**config.mk**
```make
export PLATFORM = sky130hd
export DESIGN_NAME = sql_token_scanner_core
export DESIGN_NICKNAME = d
export VERILOG_FILES = /design/src/rtl/sqlts_pkg.sv /design/src/rtl/sqlts_kw_match.sv /design/src/rtl/sqlts_out_queue.sv /design/src/rtl/sql_token_scanner_core.sv
export SDC_FILE = /design/constraint.sdc
export NUM_CORES = 1
export LEC_CHECK = 0
export ABC_AREA = 1
export ABC_CLOCK_PERIOD_IN_PS = 4600
export BUFFER_PORTS_ARGS = -buffer_cell sky130_fd_sc_hd__buf_2
export CAP_MARGIN = 0
export CORE_ASPECT_RATIO = 0.7
export CORE_MARGIN = 2
export CORE_UTILIZATION = 30
export DETAILED_ROUTE_END_ITERATION = 8
export PLACE_DENSITY = 0.5
export SETUP_SLACK_MARGIN = 0.1
export SYNTH_ARGS = -nofsm -noshare
export SYNTH_HDL_FRONTEND = slang
export SYNTH_SLANG_ARGS = --single-unit
```
**constraint.sdc**
```tcl
create_clock -name aclk -period 4.6 [get_ports aclk]
set_input_delay 0.46 -clock aclk [delete_from_list [all_inputs] [get_ports aclk]]
set_output_delay 0.46 -clock aclk [all_outputs]
set_load 0.005 [all_outputs]
```
**src/rtl/sqlts_pkg.sv**
```systemverilog
// types, constants and keyword table for the sql token scanner
package sqlts_pkg;

    typedef enum logic [3:0] {
        MODE_IDLE    = 4'd0,
        MODE_GT      = 4'd1,
        MODE_LT      = 4'd2,
        MODE_MINUS   = 4'd3,
        MODE_PLUS    = 4'd4,
        MODE_NUM     = 4'd5,
        MODE_STR     = 4'd6,
        MODE_WORD    = 4'd7,
        MODE_COMMENT = 4'd8
    } scan_mode_t;

    localparam logic [5:0] K_EOS     = 6'd0;
    localparam logic [5:0] K_SEMI    = 6'd1;
    localparam logic [5:0] K_LPAREN  = 6'd2;
    localparam logic [5:0] K_RPAREN  = 6'd3;
    localparam logic [5:0] K_STAR    = 6'd4;
    localparam logic [5:0] K_DOT     = 6'd5;
    localparam logic [5:0] K_HASH    = 6'd6;
    localparam logic [5:0] K_COMMA   = 6'd7;
    localparam logic [5:0] K_EQ      = 6'd8;
    localparam logic [5:0] K_GT      = 6'd9;
    localparam logic [5:0] K_GTE     = 6'd10;
    localparam logic [5:0] K_LT      = 6'd11;
    localparam logic [5:0] K_LTE     = 6'd12;
    localparam logic [5:0] K_NE      = 6'd13;
    localparam logic [5:0] K_INT     = 6'd14;
    localparam logic [5:0] K_REAL    = 6'd15;
    localparam logic [5:0] K_STR     = 6'd16;
    localparam logic [5:0] K_IDENT   = 6'd17;
    localparam logic [5:0] K_UNKNOWN = 6'd18;
    localparam logic [5:0] K_KEYW0   = 6'd19;

    localparam int KW_SLOTS   = 32;
    localparam int KW_TXT_LEN = 16;

    typedef struct packed {
        logic [7:0] byte_in;
        logic       end_of_input;
    } in_beat_t;

    typedef struct packed {
        logic [5:0]  token_kind;
        logic [15:0] token_line;
        logic [15:0] token_column;
        logic [15:0] token_length;
        logic [7:0]  char_value;
        logic        last_of_run;
    } out_beat_t;

    // a token before flushing: line filled in by the caller
    typedef struct packed {
        logic        valid;
        logic [5:0]  kind;
        logic [15:0] column;
        logic [15:0] length;
        logic [7:0]  chv;
    } tok_t;

    function automatic logic [4:0] kw_len(input int idx);
        logic [4:0] r;
        case (idx)
            0, 1, 14, 15, 19, 20: r = 5'd3;
            2, 16:                r = 5'd2;
            3, 7, 13, 17, 21, 24: r = 5'd5;
            4, 8, 18, 22, 23:     r = 5'd6;
            5, 6, 10, 11, 12:     r = 5'd4;
            9:                    r = 5'd9;
            default:              r = 5'd0;
        endcase
        return r;
    endfunction

    function automatic logic [8*KW_TXT_LEN-1:0] kw_txt(input int idx);
        logic [8*KW_TXT_LEN-1:0] r;
        r = '0;
        case (idx)
            0:  r[8*3-1:0] = {"c", "s", "a"};
            1:  r[8*3-1:0] = {"g", "v", "a"};
            2:  r[8*2-1:0] = {"y", "b"};
            3:  r[8*5-1:0] = {"t", "n", "u", "o", "c"};
            4:  r[8*6-1:0] = {"e", "t", "e", "l", "e", "d"};
            5:  r[8*4-1:0] = {"c", "s", "e", "d"};
            6:  r[8*4-1:0] = {"m", "o", "r", "f"};
            7:  r[8*5-1:0] = {"r", "e", "n", "n", "i"};
            8:  r[8*6-1:0] = {"t", "r", "e", "s", "n", "i"};
            9:  r[8*9-1:0] = {"t", "c", "e", "s", "r", "e", "t", "n", "i"};
            10: r[8*4-1:0] = {"o", "t", "n", "i"};
            11: r[8*4-1:0] = {"n", "i", "o", "j"};
            12: r[8*4-1:0] = {"e", "k", "i", "l"};
            13: r[8*5-1:0] = {"t", "i", "m", "i", "l"};
            14: r[8*3-1:0] = {"x", "a", "m"};
            15: r[8*3-1:0] = {"n", "i", "m"};
            16: r[8*2-1:0] = {"n", "o"};
            17: r[8*5-1:0] = {"r", "e", "d", "r", "o"};
            18: r[8*6-1:0] = {"t", "c", "e", "l", "e", "s"};
            19: r[8*3-1:0] = {"t", "e", "s"};
            20: r[8*3-1:0] = {"m", "u", "s"};
            21: r[8*5-1:0] = {"n", "o", "i", "n", "u"};
            22: r[8*6-1:0] = {"e", "t", "a", "d", "p", "u"};
            23: r[8*6-1:0] = {"s", "e", "u", "l", "a", "v"};
            24: r[8*5-1:0] = {"e", "r", "e", "h", "w"};
            default: r = '0;
        endcase
        return r;
    endfunction

    function automatic logic is_digit(input logic [7:0] c);
        return (c >= 8'h30) && (c <= 8'h39);
    endfunction

    function automatic logic is_alpha(input logic [7:0] c);
        return ((c >= 8'h61) && (c <= 8'h7a)) || ((c >= 8'h41) && (c <= 8'h5a));
    endfunction

endpackage

```
**src/rtl/sqlts_kw_match.sv**
```systemverilog
// parallel keyword compare of the word buffer
module sqlts_kw_match #(
    parameter int KEYWORD_COUNT   = 25,
    parameter int KEYWORD_MAX_LEN = 9
) (
    input  logic [KEYWORD_MAX_LEN-1:0][7:0] word,
    input  logic [15:0]                     word_len,
    input  logic                            too_long,
    output logic [5:0]                      kind
);
    logic [KEYWORD_COUNT-1:0] hit;

    always_comb begin
        logic [8*sqlts_pkg::KW_TXT_LEN-1:0] txt;
        logic [4:0]                         kl;
        logic                               eq;
        for (int i = 0; i < KEYWORD_COUNT; i++) begin
            txt = sqlts_pkg::kw_txt(i);
            kl  = sqlts_pkg::kw_len(i);
            eq  = (kl != 5'd0) && ({11'd0, kl} == word_len)
                  && (int'(kl) <= KEYWORD_MAX_LEN);
            for (int j = 0; j < KEYWORD_MAX_LEN; j++) begin
                if ((j < int'(kl)) && (j < sqlts_pkg::KW_TXT_LEN)) begin
                    if (word[j] != txt[8*(j % sqlts_pkg::KW_TXT_LEN) +: 8]) begin
                        eq = 1'b0;
                    end
                end
            end
            hit[i] = eq;
        end
    end

    always_comb begin
        kind = sqlts_pkg::K_IDENT;
        if (!too_long && (word_len <= 16'(KEYWORD_MAX_LEN))) begin
            for (int i = KEYWORD_COUNT - 1; i >= 0; i--) begin
                if (hit[i]) begin
                    kind = sqlts_pkg::K_KEYW0 + 6'(i);
                end
            end
        end
    end
endmodule

```
**src/rtl/sqlts_out_queue.sv**
```systemverilog
// two-entry result queue that drains one token per beat
module sqlts_out_queue (
    input  logic                  aclk,
    input  logic                  aresetn,
    input  logic                  load,
    input  sqlts_pkg::out_beat_t  tok_a,
    input  logic                  tok_a_vld,
    input  sqlts_pkg::out_beat_t  tok_b,
    input  logic                  tok_b_vld,
    output logic                  can_load,
    output logic                  m_valid,
    input  logic                  m_ready,
    output sqlts_pkg::out_beat_t  m_data
);
    sqlts_pkg::out_beat_t ent_reg [2];
    logic [1:0]           cnt_reg, cnt_next;
    logic                 pop;

    assign pop      = m_valid && m_ready;
    assign m_valid  = (cnt_reg != 2'd0);
    assign m_data   = ent_reg[0];
    // accept when the queue will be empty after this beat
    assign can_load = (cnt_reg == 2'd0) || ((cnt_reg == 2'd1) && m_ready);

    always_comb begin
        cnt_next = cnt_reg;
        if (pop) begin
            cnt_next = cnt_reg - 2'd1;
        end
        if (load) begin
            cnt_next = 2'(tok_a_vld) + 2'(tok_b_vld);
        end
    end

    always_ff @(posedge aclk) begin
        if (!aresetn) begin
            cnt_reg <= 2'd0;
        end else begin
            cnt_reg <= cnt_next;
        end
        if (load) begin
            ent_reg[0] <= tok_a_vld ? tok_a : tok_b;
            ent_reg[1] <= tok_b;
        end else if (pop) begin
            ent_reg[0] <= ent_reg[1];
        end
    end

`ifndef ASSERT_OFF
    a_no_load_when_full: assert property (@(posedge aclk) disable iff (!aresetn)
        load |-> can_load) else $error("load into busy queue");
    a_cnt_range: assert property (@(posedge aclk) disable iff (!aresetn)
        cnt_reg != 2'd3) else $error("queue count out of range");
    a_last_flag: assert property (@(posedge aclk) disable iff (!aresetn)
        (cnt_reg == 2'd2) |-> !ent_reg[0].last_of_run) else $error("last flag on first of two");
`endif
endmodule

```
**src/rtl/sql_token_scanner_core.sv**
```systemverilog
// top level of the sql token scanner
// The scanner takes one source byte per beat (or an end-of-input beat) and
// returns zero, one or two token beats for it; last_of_run marks the final
// token of each input beat. Each byte is decoded combinationally from the
// scanner state registers and its tokens land in a two-entry result queue,
// so one byte per cycle is accepted while the result side takes every beat
// at once; when a byte yields two tokens the input pauses while the queue
// drains. Keywords are matched by a parallel compare of the
// folded word buffer. Line and column counters saturate at COUNTER_BITS
// ones and lengths at 65535. An end-of-input beat flushes the pending
// token, emits end-of-stream and returns the scanner to its reset state.
module sql_token_scanner_core #(
    parameter int KEYWORD_COUNT   = 25,
    parameter int KEYWORD_MAX_LEN = 9,
    parameter int COUNTER_BITS    = 16
) (
    input  logic                 aclk,
    input  logic                 aresetn,
    input  logic                 s_valid,
    output logic                 s_ready,
    input  sqlts_pkg::in_beat_t  s_data,
    output logic                 m_valid,
    input  logic                 m_ready,
    output sqlts_pkg::out_beat_t m_data
);
    localparam logic [COUNTER_BITS-1:0] CNT_MAX = '1;
    localparam logic [15:0]             LEN_MAX = 16'hFFFF;
    localparam logic [7:0] CH_DOLLAR = 8'h24, CH_SEMI = 8'h3b, CH_LP = 8'h28,
        CH_RP = 8'h29, CH_STAR = 8'h2a, CH_DOT = 8'h2e, CH_HASH = 8'h23,
        CH_COMMA = 8'h2c, CH_EQ = 8'h3d, CH_GT = 8'h3e, CH_LT = 8'h3c,
        CH_MINUS = 8'h2d, CH_PLUS = 8'h2b, CH_DQ = 8'h22, CH_SQ = 8'h27,
        CH_SP = 8'h20, CH_TAB = 8'h09, CH_CR = 8'h0d, CH_FF = 8'h0c,
        CH_NL = 8'h0a, CH_US = 8'h5f;

    // scanner state
    sqlts_pkg::scan_mode_t             mode_reg, mode_next;
    logic [COUNTER_BITS-1:0]           line_reg, line_next;
    logic [COUNTER_BITS-1:0]           col_reg, col_next;
    logic [COUNTER_BITS-1:0]           scol_reg, scol_next;
    logic [15:0]                       vlen_reg, vlen_next;
    logic                              dot_reg, dot_next;
    logic                              quote_reg, quote_next;
    logic                              long_reg, long_next;
    logic [KEYWORD_MAX_LEN-1:0][7:0]   word_reg, word_next;

    logic       accept, can_load;
    logic [7:0] c;
    logic [5:0] word_kind;

    sqlts_pkg::tok_t      t1, t2;
    logic [15:0]          t1_line, t2_line;
    sqlts_pkg::out_beat_t o1, o2;

    assign c      = s_data.byte_in;
    assign s_ready = can_load;
    assign accept = s_valid && s_ready;

    sqlts_kw_match #(
        .KEYWORD_COUNT   (KEYWORD_COUNT),
        .KEYWORD_MAX_LEN (KEYWORD_MAX_LEN)
    ) u_kw (
        .word     (word_reg),
        .word_len (vlen_reg),
        .too_long (long_reg),
        .kind     (word_kind)
    );

    function automatic logic [COUNTER_BITS-1:0] cinc(input logic [COUNTER_BITS-1:0] v);
        return (v != CNT_MAX) ? v + 1'b1 : v;
    endfunction

    function automatic logic [15:0] linc(input logic [15:0] v);
        return (v != LEN_MAX) ? v + 16'd1 : v;
    endfunction

    always_comb begin
        logic                    fresh;
        logic [COUNTER_BITS-1:0] fcol;
        logic [5:0]              pk;
        logic [7:0]              lc;
        logic [COUNTER_BITS-1:0] fline;

        mode_next  = mode_reg;
        line_next  = line_reg;
        col_next   = col_reg;
        scol_next  = scol_reg;
        vlen_next  = vlen_reg;
        dot_next   = dot_reg;
        quote_next = quote_reg;
        long_next  = long_reg;
        word_next  = word_reg;
        t1         = '0;
        t2         = '0;
        t1_line    = 16'(line_reg);
        fresh      = 1'b0;
        fcol       = '0;
        fline      = line_reg;
        pk         = '0;
        lc         = (c >= 8'h41 && c <= 8'h5a) ? c + 8'd32 : c;

        // pending token flush
        t1.column = 16'(scol_reg);
        case (mode_reg)
            sqlts_pkg::MODE_GT:    begin t1.kind = sqlts_pkg::K_GT;  t1.length = 16'd1; end
            sqlts_pkg::MODE_LT:    begin t1.kind = sqlts_pkg::K_LT;  t1.length = 16'd1; end
            sqlts_pkg::MODE_MINUS: begin
                t1.kind = sqlts_pkg::K_UNKNOWN; t1.length = 16'd1; t1.chv = CH_MINUS;
            end
            sqlts_pkg::MODE_PLUS:  begin
                t1.kind = sqlts_pkg::K_UNKNOWN; t1.length = 16'd1; t1.chv = CH_PLUS;
            end
            sqlts_pkg::MODE_NUM:   begin
                t1.kind = dot_reg ? sqlts_pkg::K_REAL : sqlts_pkg::K_INT; t1.length = vlen_reg;
            end
            sqlts_pkg::MODE_STR:   begin t1.kind = sqlts_pkg::K_STR; t1.length = vlen_reg; end
            sqlts_pkg::MODE_WORD:  begin t1.kind = word_kind; t1.length = vlen_reg; end
            default: ;
        endcase
        pk = t1.kind;

        if (s_data.end_of_input) begin
            t1.valid = (mode_reg != sqlts_pkg::MODE_IDLE) && (mode_reg != sqlts_pkg::MODE_COMMENT);
            t2.valid  = 1'b1;
            t2.kind   = sqlts_pkg::K_EOS;
            t2.column = 16'(col_reg);
            t2.length = 16'd1;
            t2.chv    = 8'd0;
            mode_next  = sqlts_pkg::MODE_IDLE;
            line_next  = '0;
            col_next   = '0;
            scol_next  = '0;
            vlen_next  = '0;
            dot_next   = 1'b0;
            quote_next = 1'b0;
            long_next  = 1'b0;
        end else begin
            t1.valid = 1'b0;
            case (mode_reg)
                sqlts_pkg::MODE_GT: begin
                    if (c == CH_EQ) begin
                        col_next = cinc(col_reg);
                        t1 = '{1'b1, sqlts_pkg::K_GTE, 16'(scol_reg), 16'd2, 8'd0};
                        mode_next = sqlts_pkg::MODE_IDLE;
                    end else begin
                        t1.valid = 1'b1; fresh = 1'b1;
                    end
                end
                sqlts_pkg::MODE_LT: begin
                    if (c == CH_EQ || c == CH_GT) begin
                        col_next = cinc(col_reg);
                        t1 = '{1'b1, (c == CH_EQ) ? sqlts_pkg::K_LTE : sqlts_pkg::K_NE,
                               16'(scol_reg), 16'd2, 8'd0};
                        mode_next = sqlts_pkg::MODE_IDLE;
                    end else begin
                        t1.valid = 1'b1; fresh = 1'b1;
                    end
                end
                sqlts_pkg::MODE_MINUS, sqlts_pkg::MODE_PLUS: begin
                    if (mode_reg == sqlts_pkg::MODE_MINUS && c == CH_MINUS) begin
                        col_next  = cinc(col_reg);
                        mode_next = sqlts_pkg::MODE_COMMENT;
                    end else if (sqlts_pkg::is_digit(c)) begin
                        col_next  = cinc(col_reg);
                        mode_next = sqlts_pkg::MODE_NUM;
                        vlen_next = 16'd2;
                        dot_next  = 1'b0;
                    end else begin
                        t1.valid = 1'b1; fresh = 1'b1;
                    end
                end
                sqlts_pkg::MODE_NUM: begin
                    if (sqlts_pkg::is_digit(c) || c == CH_DOT) begin
                        col_next  = cinc(col_reg);
                        vlen_next = linc(vlen_reg);
                        if (c == CH_DOT) begin
                            dot_next = 1'b1;
                        end
                    end else begin
                        t1.valid = 1'b1; fresh = 1'b1;
                    end
                end
                sqlts_pkg::MODE_STR: begin
                    col_next = cinc(col_reg);
                    if (c == (quote_reg ? CH_SQ : CH_DQ)) begin
                        t1.valid  = 1'b1;
                        mode_next = sqlts_pkg::MODE_IDLE;
                    end else begin
                        vlen_next = linc(vlen_reg);
                    end
                end
                sqlts_pkg::MODE_WORD: begin
                    if (sqlts_pkg::is_alpha(c) || sqlts_pkg::is_digit(c) || c == CH_US) begin
                        col_next = cinc(col_reg);
                        if (vlen_reg < 16'(KEYWORD_MAX_LEN)) begin
                            word_next[vlen_reg[$clog2(KEYWORD_MAX_LEN)-1:0]] = lc;
                        end else begin
                            long_next = 1'b1;
                        end
                        vlen_next = linc(vlen_reg);
                    end else begin
                        t1.valid = 1'b1; fresh = 1'b1;
                    end
                end
                sqlts_pkg::MODE_COMMENT: begin
                    if (c == CH_NL) begin
                        fresh = 1'b1;
                    end
                end
                default: fresh = 1'b1;
            endcase

            if (fresh) begin
                fline     = (line_reg == '0) ? COUNTER_BITS'(1) : line_reg;
                fcol      = cinc(col_reg);
                line_next = fline;
                col_next  = fcol;
                mode_next = sqlts_pkg::MODE_IDLE;
                t2.column = 16'(fcol);
                t2.length = 16'd1;
                t2.chv    = 8'd0;
                case (c)
                    CH_DOLLAR: begin t2.valid = 1'b1; t2.kind = sqlts_pkg::K_EOS; end
                    CH_SEMI:   begin t2.valid = 1'b1; t2.kind = sqlts_pkg::K_SEMI; end
                    CH_LP:     begin t2.valid = 1'b1; t2.kind = sqlts_pkg::K_LPAREN; end
                    CH_RP:     begin t2.valid = 1'b1; t2.kind = sqlts_pkg::K_RPAREN; end
                    CH_STAR:   begin t2.valid = 1'b1; t2.kind = sqlts_pkg::K_STAR; end
                    CH_DOT:    begin t2.valid = 1'b1; t2.kind = sqlts_pkg::K_DOT; end
                    CH_HASH:   begin t2.valid = 1'b1; t2.kind = sqlts_pkg::K_HASH; end
                    CH_COMMA:  begin t2.valid = 1'b1; t2.kind = sqlts_pkg::K_COMMA; end
                    CH_EQ:     begin t2.valid = 1'b1; t2.kind = sqlts_pkg::K_EQ; end
                    CH_GT:     begin mode_next = sqlts_pkg::MODE_GT;    scol_next = fcol; end
                    CH_LT:     begin mode_next = sqlts_pkg::MODE_LT;    scol_next = fcol; end
                    CH_MINUS:  begin mode_next = sqlts_pkg::MODE_MINUS; scol_next = fcol; end
                    CH_PLUS:   begin mode_next = sqlts_pkg::MODE_PLUS;  scol_next = fcol; end
                    CH_DQ, CH_SQ: begin
                        mode_next  = sqlts_pkg::MODE_STR;
                        quote_next = (c == CH_SQ);
                        scol_next  = fcol;
                        vlen_next  = 16'd0;
                    end
                    CH_SP, CH_TAB, CH_CR, CH_FF: ;
                    CH_NL: begin
                        line_next = cinc(fline);
                        col_next  = '0;
                    end
                    default: begin
                        if (sqlts_pkg::is_digit(c)) begin
                            mode_next = sqlts_pkg::MODE_NUM;
                            scol_next = fcol;
                            vlen_next = 16'd1;
                            dot_next  = 1'b0;
                        end else if (sqlts_pkg::is_alpha(c)) begin
                            mode_next = sqlts_pkg::MODE_WORD;
                            scol_next = fcol;
                            vlen_next = 16'd1;
                            long_next = 1'b0;
                            word_next[0] = lc;
                        end else begin
                            t2.valid = 1'b1;
                            t2.kind  = sqlts_pkg::K_UNKNOWN;
                            t2.chv   = c;
                        end
                    end
                endcase
            end
        end
        // fresh tokens carry the line after the first-byte bump
        t2_line = s_data.end_of_input ? 16'(line_reg) : 16'(line_next);
        if (!t1.valid) begin
            t1.kind = pk;
        end
    end

    assign o1 = '{t1.kind, t1_line, t1.column, t1.length, t1.chv, !t2.valid};
    assign o2 = '{t2.kind, t2_line, t2.column, t2.length, t2.chv, 1'b1};

    sqlts_out_queue u_q (
        .aclk      (aclk),
        .aresetn   (aresetn),
        .load      (accept),
        .tok_a     (o1),
        .tok_a_vld (t1.valid),
        .tok_b     (o2),
        .tok_b_vld (t2.valid),
        .can_load  (can_load),
        .m_valid   (m_valid),
        .m_ready   (m_ready),
        .m_data    (m_data)
    );

    always_ff @(posedge aclk) begin
        if (!aresetn) begin
            mode_reg  <= sqlts_pkg::MODE_IDLE;
            line_reg  <= '0;
            col_reg   <= '0;
            scol_reg  <= '0;
            vlen_reg  <= '0;
            dot_reg   <= 1'b0;
            quote_reg <= 1'b0;
            long_reg  <= 1'b0;
        end else if (accept) begin
            mode_reg  <= mode_next;
            line_reg  <= line_next;
            col_reg   <= col_next;
            scol_reg  <= scol_next;
            vlen_reg  <= vlen_next;
            dot_reg   <= dot_next;
            quote_reg <= quote_next;
            long_reg  <= long_next;
        end
        if (accept) begin
            word_reg <= word_next;
        end
    end

`ifndef ASSERT_OFF
    a_eoi_resets: assert property (@(posedge aclk) disable iff (!aresetn)
        (accept && s_data.end_of_input) |=> (mode_reg == sqlts_pkg::MODE_IDLE && line_reg == '0))
        else $error("end of input did not reset scanner");
    a_eoi_emits: assert property (@(posedge aclk) disable iff (!aresetn)
        (accept && s_data.end_of_input) |=> m_valid) else $error("no eos token");
    a_col_zero_line: assert property (@(posedge aclk) disable iff (!aresetn)
        (line_reg == '0) |-> (col_reg == '0)) else $error("column without line");
`endif
endmodule
```
-- Word level (Yosys, flattened, before mapping)
Memories as Yosys holds them, arrays and structs flattened.
Cells that the tools add are included.
- register bits after elaboration: 145
- RAM bits: 126
- input bits: 13
- output and inout port bits: 65
- word-level logic and storage cells: 438
- memories kept: 1
- $add $sub $neg: 6
- magnitude comparators: 10
- equality and inequality tests: 108
- muxes and demuxes: 249
- bitwise logic cells: 2
- reduce and logical (&&, ||, !) cells: 44
- memories (memory ; depth ; width ; rd ports ; clocked after Yosys merged registers in ; wr ports ; RTL line ; text):
    u_q.ent_reg ; 2 ; 63 ; 2 ; 0 ; 2 ; sqlts_out_queue.sv:15 ; sqlts_pkg::out_beat_t ent_reg [2];
- operator list (kind ; count):
    16-bit 2-to-1 mux ; 30
    8-bit by 7-bit inequality test with 1-bit output (second input constant) ; 60
    6-bit 2-to-1 mux ; 26
    1-bit 2-to-1 mux ; 144
    46-bit 2-to-1 mux ; 3
    8-bit by 6-bit == test with 1-bit output (second input constant) ; 16
    63-bit 2-to-1 mux ; 2
    8-bit 2-to-1 mux ; 12
    16-bit case mux with 2 select lines ; 3
    16-bit case mux with 6 select lines ; 1
    47-bit 2-to-1 mux ; 2
    46-bit case mux with 2 select lines ; 1
    72-bit bitwise mux ; 1
    7-bit case mux with 10 select lines ; 1
    16-bit case mux with 4 select lines ; 1
    16-bit by 1-bit adder with 16-bit output (second input constant) ; 3
    3-bit by 16-bit == test with 1-bit output (first input constant) ; 3
    16-bit inequality test (second input constant) ; 3
    6-bit case mux with 6 select lines ; 1
    8-bit demux with 4-bit select ; 1
    2-bit by 16-bit == test with 1-bit output (first input constant) ; 2
    8-bit by 4-bit == test with 1-bit output (second input constant) ; 4
    4-bit 2-to-1 mux ; 7
    4-bit inequality test (second input constant) ; 6
    55 further kinds ; 86

-- Depth between registers and ports, before layout
Gate-level depths: netlist (run 1).
- depth after elaboration: 38
- depth in mapped cells: 20

-- By module
From an unflattened synthesis (run 1), not the netlist that was laid out.
- cells, all modules: 2196
- area, all modules: 16520.8 um2
- modules (own cells, without submodules) (module ; instances ; cells each ; area an instance (um2) ; seq. area each (um2)):
    sql_token_scanner_core ; 1 ; 1288 ; 8842.2 ; 3583.4
    sqlts_out_queue ; 1 ; 560 ; 6028.3 ; 3823.7
    sqlts_kw_match ; 1 ; 348 ; 1650.3 ; 0.0

-- Worst setup path after synthesis (run 1)
Ideal clock, no wire load.
- path kind: reg-to-reg
- from: register u_q.cnt_reg[0]
- to: memory u_q.ent_reg[1][1] (netlist bit), enable pin
- arrival: 2.609 ns
- required time: 4.172 ns
- setup slack: 1.563 ns
- stages on the path, launching flop included: 9
- period minus slack after synthesis: 3.037 ns
- cell sequence: dfxtp_1 inv_1 ha_1 inv_1 nand2_1 nand2_1 inv_1 clkbuf_1 clkbuf_1
- RTL lines (element ; RTL line ; text):
    start: declaration ; sqlts_out_queue.sv:16 ; logic [1:0] cnt_reg, cnt_next;
    start signal: assignment ; sqlts_out_queue.sv:39 ; cnt_reg <= cnt_next;
    end: declaration ; sqlts_out_queue.sv:15 ;

-- Final worst setup path (run 1)
- from: register mode_reg[2]
- to: register word_reg[7] (netlist bit) (data pin)
- word-level cells in the longest chain between the ends: 6
- elaborated cells between the ends (all ways): 18
- those cells by class: eq/ne (8); mux (8); reduce/logical (2)
- RTL lines (element ; RTL line ; text):
    start: declaration ; sql_token_scanner_core.sv:36 ; sqlts_pkg::scan_mode_t mode_reg, mode_next;
    start signal: assignment ; sql_token_scanner_core.sv:293 ; mode_reg <= sqlts_pkg::MODE_IDLE;
    start signal: assignment ; sql_token_scanner_core.sv:302 ; mode_reg <= mode_next;
    4-bit by 2-bit == test with 1-bit output / 4-bit by 3-bit == test with 1-bit output (equally long branches) ; sql_token_scanner_core.sv:138, sql_token_scanner_core.sv:159 ;
    1-bit logical AND / 8-bit 2-to-1 mux (equally long branches) ; sql_token_scanner_core.sv:159, sql_token_scanner_core.sv:138 ;
    1-bit 2-to-1 mux / 8-bit 2-to-1 mux (equally long branches) ; sql_token_scanner_core.sv:159, sql_token_scanner_core.sv:252 ;
    1-bit case mux with 7 select lines / 8-bit 2-to-1 mux (equally long branches) ; sql_token_scanner_core.sv:138, sql_token_scanner_core.sv:247 ;
    1-bit 2-to-1 mux / 8-bit 2-to-1 mux (equally long branches) ; sql_token_scanner_core.sv:121, sql_token_scanner_core.sv:221 ;
    8-bit 2-to-1 mux * ; sql_token_scanner_core.sv:212 ; if (fresh) begin
    end signal: assignment ; sql_token_scanner_core.sv:312 ; word_reg <= word_next;
    end: declaration ; sql_token_scanner_core.sv:44 ; logic [KEYWORD_MAX_LEN-1:0][7:0] word_reg, word_next;
Every way passes the cells marked *; elsewhere a longest branch is shown, timed or not. The select of a mux whose other input is x is not followed.
A chain may end at the register's enable or synchronous reset.

==> impl_results.md, run 1 <==
- Status: finished clean
- Die area: 0.04789 mm2
- Post-synth ARST share: 0%
- Crit path max fanout: 28
- Grt total ovfl: 0
- Total GRT Usage: 17.84%
- Post-route cell area: 0.01568 mm2
- Clock latency on the worst-skew pair: 0.57 ns
- Endpoints failing hold: 0
- Reg clk slew, reported paths: 0.06 ns
- First-pass GRT wire length: 66920 um
- Initial DRT Pass Iterations: 5
- Commonest cells after routing, fill and taps aside: nand2_1, inv_1, nor2_1
- Switching power: 3.357 mW
- Power Density: 550.5 mW/mm2
- Count of cell types in the netlist: 59
- Switch share: 38.88%
- Share of layout cells above drive strength 1: 10.41%
- Setup_tns: 0 ns
- Vias/cell: 5.016
- Die Height: 183.7 um
- CTS tree: yes
- Final Critical Period: 3.159 ns
- Data required, critical path: 4.92 ns
- Core area: 0.04530 mm2
- Gate Count Post-Synth: 1717
- Syn_area_per_cell: 8.060 um2
- Setup Buffers After CTS: 0
- Logic pwr share: 34.8%
- Port-buffer cells: 77
- RSZ-0062 raised after global routing: no
- Seq/Total Area, Yosys: 49.83%
- Initial Util: 30.55%
- Final HPWL from detailed placement: 30920 um
- EDFF count, synth: 181
- Gp weighted congestion: 0.9322
- Most common cell after layout, fill and taps aside: nand2_1
- CP Capture Type: register
- Final hold slack: 0.3080 ns
- Largest net degree at the start of global routing: 83
- Type of the most critical hold path: input pin to register
- Maxcap violations: 0
- Num CTS Buffers: 27
- Num ports: 78
- Synth top area share: 39.27%
- Pint: 5.277 mW
- CP arrival: 3.48 ns
- Area Overhead vs Synth: 13.33%
- Routed wire per std cell: 17.85 um
- Vias: 12080
- Hold_buf cts: 0
- Skew final: 0.01798 ns
- # DRC: 0
- Max Slew Vio Count: 0
- Critical path class: register to register
- Net Count, Synth: 1741
- Max Clk Rate: 316.6 MHz
- # setup viols final: 0
- Post-DRT Antenna Nets: 0
- Peak supply drop: 0.0003268 V
- Clock buffer depth: 3
- Clock network fraction of design power: 24.0%
- CTS resizes: 0
- Max reg flops: 109
- Fillers: 4727
- Post-Place Setup Slack: 0.9561 ns
- Ant diodes: 0
- TritonCTS Sinks: 254
- Register share of total power: 41.2%
- Post-synth top flop: edfxtp_1
- Rel. slew slack: 32.61%
- Ys Warns: 0
- Seq cells post-synth: 254
- Synth Cell Area: 0.01384 mm2
- CTS root buf: clkbuf_16
- Smallest setup slack after layout: 1.441 ns
- Die width: 260.7 um
- Cell taking the most area after synthesis: edfxtp_1
- Post-Route WL: 42990 um
- CP Launch Type: register
- Vias in the first global route: 11230
- Placed cell areas: 0.01487 mm2
- Synth top area cells: edfxtp_1, dfxtp_1, nand2_1, inv_1, nor2_1
- Initial antenna violation count: 1
- P_leak: 6.022 nW
- Least-Margin Pin Slew: 1.011 ns
- Final nets: 1809
- Initial DRC Count: 1131
- FP Rows: 65
- Fin crit share: 68.67%
- Max H-tree Level: 1
[cell families after synthesis]
logic type / after synthesis / share of synthesized area [%]
AND/OR/NAND/NOR: 834 / 26.44
AO/OA/AOI/OAI: 329 / 13.95
buffers and inverters: 276 / 7.920
flip-flops: 254 / 49.83
XOR/XNOR: 11 / 0.6961
adder cells (fa/ha/maj): 11 / 0.9945
multiplexers: 2 / 0.1627
[final cells by class]
| class | instances | area, um2 | share of cell area (%) |
|---|---|---|---|
| clock inverters | 14 | 108.9 | 0.6941 |
| multi-input cells | 1187 | 5854 | 37.33 |
| inverters | 217 | 817.0 | 5.209 |
| clock buffers | 36 | 709.4 | 4.523 |
| flip-flops and latches | 254 | 6897 | 43.97 |
| repair buffers | 98 | 543.0 | 3.462 |
| well taps | 603 | 754.5 | 4.811 |
[worst paths after layout]
path,end,cells past startpoint,startpoint,slack (ns)
worst max-delay path,word_reg[7]$_DFFE_PP_,15,mode_reg[2]$_SDFFE_PN0P_,1.44
worst min-delay path,word_reg[20]$_DFFE_PP_,1,s_data[5],0.31
worst max register to register,word_reg[7]$_DFFE_PP_,15,mode_reg[2]$_SDFFE_PN0P_,1.44
worst min register to register,scol_reg[15]$_SDFFE_PN0P_,2,scol_reg[15]$_SDFFE_PN0P_,0.47
[power by group through the flow]
stage	Clock, mW	Combinational, mW	Sequential [mW]
after detailed placement	0	3.03	3.60
after CTS	2.13	3.04	3.56
after floorplan	0	1.93	3.58
after global placement	0	3.01	3.60
final	2.07	3.00	3.56
after global routing	2.23	3.39	3.63
[synth_stat cells, types with 4 or more instances]
cell,number
nand2_1,389
inv_1,200
nor2_1,196
edfxtp_1,181
o21ai_0,131
nand3_1,89
a21oi_1,82
dfxtp_1,73
nor3_1,65
nand4_1,45
clkbuf_1,29
o211ai_1,28
o22ai_1,21
buf_2,19
nor4_1,16
a22oi_1,11
ha_1,11
inv_2,11
o21ai_1,11
xor2_1,11
o211a_1,8
a211oi_1,7
nand2_2,6
nor2_4,6
buf_4,5
clkinv_1,5
o311ai_0,5
buf_1,4
nand3_2,4
nor2_2,4
[per-layer routing]
metal	part of all wire, %	GRT usage, %	vias up
met1	54	29.16	5679
met4	1.8	3.566	2
met5	0.016	0	-
li1	-	-	5998
met2	38	23.80	351
met3	6.4	3.129	53
[metrics by stage]
step | total power, mW | instances | utilization [%]
floorplan | 5.513 | 1717 | -
CTS | 8.729 | 2409 | 34.62
detailed placement | 6.628 | 2359 | 32.82
finish | 8.634 | 2409 | 34.62
global route | 9.237 | 2409 | 34.62
global placement | 6.610 | 2359 | 32.82
[worst max-delay path: stages, from the launching register on]
cell and delay [ns]:
dfxtp_1 0.37, inv_1 0.07, nor2_1 0.12, inv_2 0.09
nor2_1 0.27, nor2_1 0.12, inv_2 0.14, nand2_1 0.10
nor2_1 0.28, nor4_4 0.08, nand2_4 0.32, nand2_4 0.16
inv_2 0.11, nand2_1 0.09, o21ai_2 0.21, mux2_2 0.39
Power figures use the tool's default switching activity.
==> inputs of run 2 (changes only) <==
--- a/config.mk
+++ b/config.mk
@@ -6,7 +6,7 @@
 export NUM_CORES = 1
 export LEC_CHECK = 0
 export ABC_AREA = 1
-export ABC_CLOCK_PERIOD_IN_PS = 4600
+export ABC_CLOCK_PERIOD_IN_PS = 3100
 export BUFFER_PORTS_ARGS = -buffer_cell sky130_fd_sc_hd__buf_2
 export CAP_MARGIN = 0
 export CORE_ASPECT_RATIO = 0.7
==> constraint.sdc (replaced) <==
create_clock -name aclk -period 3.1 [get_ports aclk]
set_input_delay 0.31 -clock aclk [delete_from_list [all_inputs] [get_ports aclk]]
set_output_delay 0.31 -clock aclk [all_outputs]
set_load 0.005 [all_outputs]
==> run 2 against run 1 <==
Compared with the run above:
- wire length increased by 5.8%
- clock skew increased by 0.0052 ns
- design area increased by 4.9%
- largest power group unchanged
- register-to-register slack got worse by 1.1 ns
- global-route usage increased by 0.87 points
- clock power increased by 74%
- critical path depth decreased by 2
- hold slack got worse by 0.11 ns
- sequential share of layout area decreased by 2.0 points
- core utilization increased by 1.7 points
- critical path type unchanged
- die area unchanged
==> impl_results.md, run 2 (synthesis gave the netlist of run 1 again) <==
- Post-Route WL: 45470 um (+5.8%)
- Max reg flops: 109 (unchanged)
- Rel. slew slack: 55.57% (+23 points)
- Type of the most critical hold path: input pin to register
- Die area: 0.04789 mm2 (unchanged)
- Share of layout cells above drive strength 1: 14.76% (+4.3 points)
- Skew final: 0.02317 ns (+0.005188 ns)
- Port-buffer cells: 77 (unchanged)
- Initial Util: 30.55% (unchanged)
- Core area: 0.04530 mm2 (unchanged)
- Maxcap violations: 0 (unchanged)
- Fillers: 4674 (-1.1%)
- Max Slew Vio Count: 0 (unchanged)
- Initial DRC Count: 1414 (+25%)
- Reg clk slew, reported paths: 0.06 ns (about the same)
- Peak supply drop: 0.0005368 V (+64%)
- Num CTS Buffers: 28 (+3.7%)
- Final nets: 1879 (+3.9%)
- Fin crit share: 89.28% (+21 points)
- CP arrival: 3.07 ns (-0.41 ns)
- Grt total ovfl: 0 (unchanged)
- Max Clk Rate: 361.3 MHz (+14%)
- CP Capture Type: register
- Max H-tree Level: 1 (unchanged)
- Routed wire per std cell: 18.34 um (+2.7%)
- Total GRT Usage: 18.71% (+0.87 points)
- Vias: 12750 (+5.6%)
- Die Height: 183.7 um (unchanged)
- Post-route cell area: 0.01645 mm2 (+4.9%)
- Final hold slack: 0.1973 ns (-0.1106 ns)
- Vias/cell: 5.143 (+2.5%)
- Crit path max fanout: 9 (-68%)
- Initial DRT Pass Iterations: 6 (+1)
- Gp weighted congestion: 0.9350 (+0.30%)
- Least-Margin Pin Slew: 0.6578 ns (-0.3530 ns)
- Placed cell areas: 0.01543 mm2 (+3.8%)
- Commonest cells after routing, fill and taps aside: nand2_1, inv_1, nor2_1
- Final Instance Count excl. Fillers: 2480 (+2.9%)
- FP Rows: 65 (unchanged)
- First-pass GRT wire length: 69840 um (+4.4%)
- Ant diodes: 0 (unchanged)
- Data required, critical path: 3.40 ns (-1.52 ns)
- # setup viols final: 0 (unchanged)
- CTS tree: yes
- Final HPWL from detailed placement: 33460 um (+8.2%)
- Vias in the first global route: 11680 (+4.0%)
- Power Density: 837.9 mW/mm2 (+52%)
- Critical path class: register to register
- CTS root buf: clkbuf_16
- Die width: 260.7 um (unchanged)
- # DRC: 0 (unchanged)
- Clock buffer depth: 3 (unchanged)
- CP Launch Type: register
- RSZ-0062 raised after global routing: yes
- Initial antenna violation count: 0 (-1)
- TritonCTS Sinks: 254 (unchanged)
- Post-Place Cells: 2428 (+2.9%)
- Largest net degree at the start of global routing: 62 (-25%)
- Area Overhead vs Synth: 18.83%
- Endpoints failing hold: 0 (unchanged)
- Num ports: 78 (unchanged)
- Clock latency on the worst-skew pair: 0.58 ns (about the same)
- P_leak: 6.476 nW (+7.5%)
- Status: finished clean
- Most common cell after layout, fill and taps aside: nand2_1
- Post-DRT Antenna Nets: 0 (unchanged)
- Final Critical Period: 2.768 ns (-0.3909 ns)
[run 2: metal layers]
| metal | track usage [%] | share of wire (%) | wire length, um | up-vias |
|---|---|---|---|---|
| li1 | - | - | - | 6154 |
| met1 | 31.41 | 53 | 24300 | 6096 |
| met2 | 24.71 | 38 | 17320 | 456 |
| met3 | 2.592 | 6.9 | 3151 | 48 |
| met4 | 3.223 | 1.6 | 706 | 0 |
| met5 | 0 | 0 | 0 | - |
[run 2: stage by stage]
| step | setup WS, ns | power [mW] | TNS, ns | util [%] |
|---|---|---|---|---|
| 3_3_place_gp | 0.03556 | 10.15 | 0 | 34.07 |
| 4_1_cts | 0.1169 | 13.87 | 0 | 36.24 |
| 3_5_place_dp | -0.01618 | 10.21 | -0.01618 | 34.07 |
| 5_1_grt | 0.01534 | 14.64 | 0 | 36.30 |
| 2_1_floorplan | 0.3250 | 8.174 | 0 | - |
| 6_report | 0.3323 | 13.78 | 0 | 36.30 |
[run 2: worst paths after layout]
path	slack, ns	end	start	cells after the start
max	0.33	u_q.ent_reg[0][60]$_DFFE_PP_	vlen_reg[0]$_SDFFE_PN0P_	13
min	0.20	u_q.ent_reg[1][7]$_DFFE_PP_	s_data[7]	3
max reg2reg	0.33	u_q.ent_reg[0][60]$_DFFE_PP_	vlen_reg[0]$_SDFFE_PN0P_	13
min reg2reg	0.47	scol_reg[8]$_SDFFE_PN0P_	scol_reg[8]$_SDFFE_PN0P_	2
[run 2: what timing repair did]
action / 4_1_cts / 5_1_grt
setup endpoints to repair: 0 / 46
hold buffers: 0 / 0
gates resized for setup: 0 / 11
setup buffers: 0 / 0
[run 2: worst max-delay path: stages (launching register included)]
cell and delay [ns]:
dfxtp_2 0.46, inv_1 0.18, ha_1 0.27, nand2_1 0.11, nor2_1 0.05, nand2_1 0.19
nor2_1 0.08, nand2_1 0.13, nand2_1 0.13, nor2_1 0.24, nand3_1 0.11, nand3_1 0.11
nor3b_1 0.32, o21ai_0 0.13
[run 2: area by class of cell]
class / instances / area (um2) / area share (%)
Clock inverter: 20 / 257.7 / 1.567
Sequential cell: 254 / 6898 / 41.94
Tap cell: 603 / 754.5 / 4.588
Clock buffer: 32 / 725.7 / 4.413
Multi-Input combinational cell: 1187 / 5878 / 35.74
Inverter: 217 / 820.8 / 4.991
Timing Repair Buffer: 167 / 1111 / 6.756
[run 2: where the power goes]
group	internal, mW	switching, mW	leakage [nW]
clock	2.12	1.48	0.488
sequential	4.86	0.418	2.33
combinational	1.57	3.34	3.66
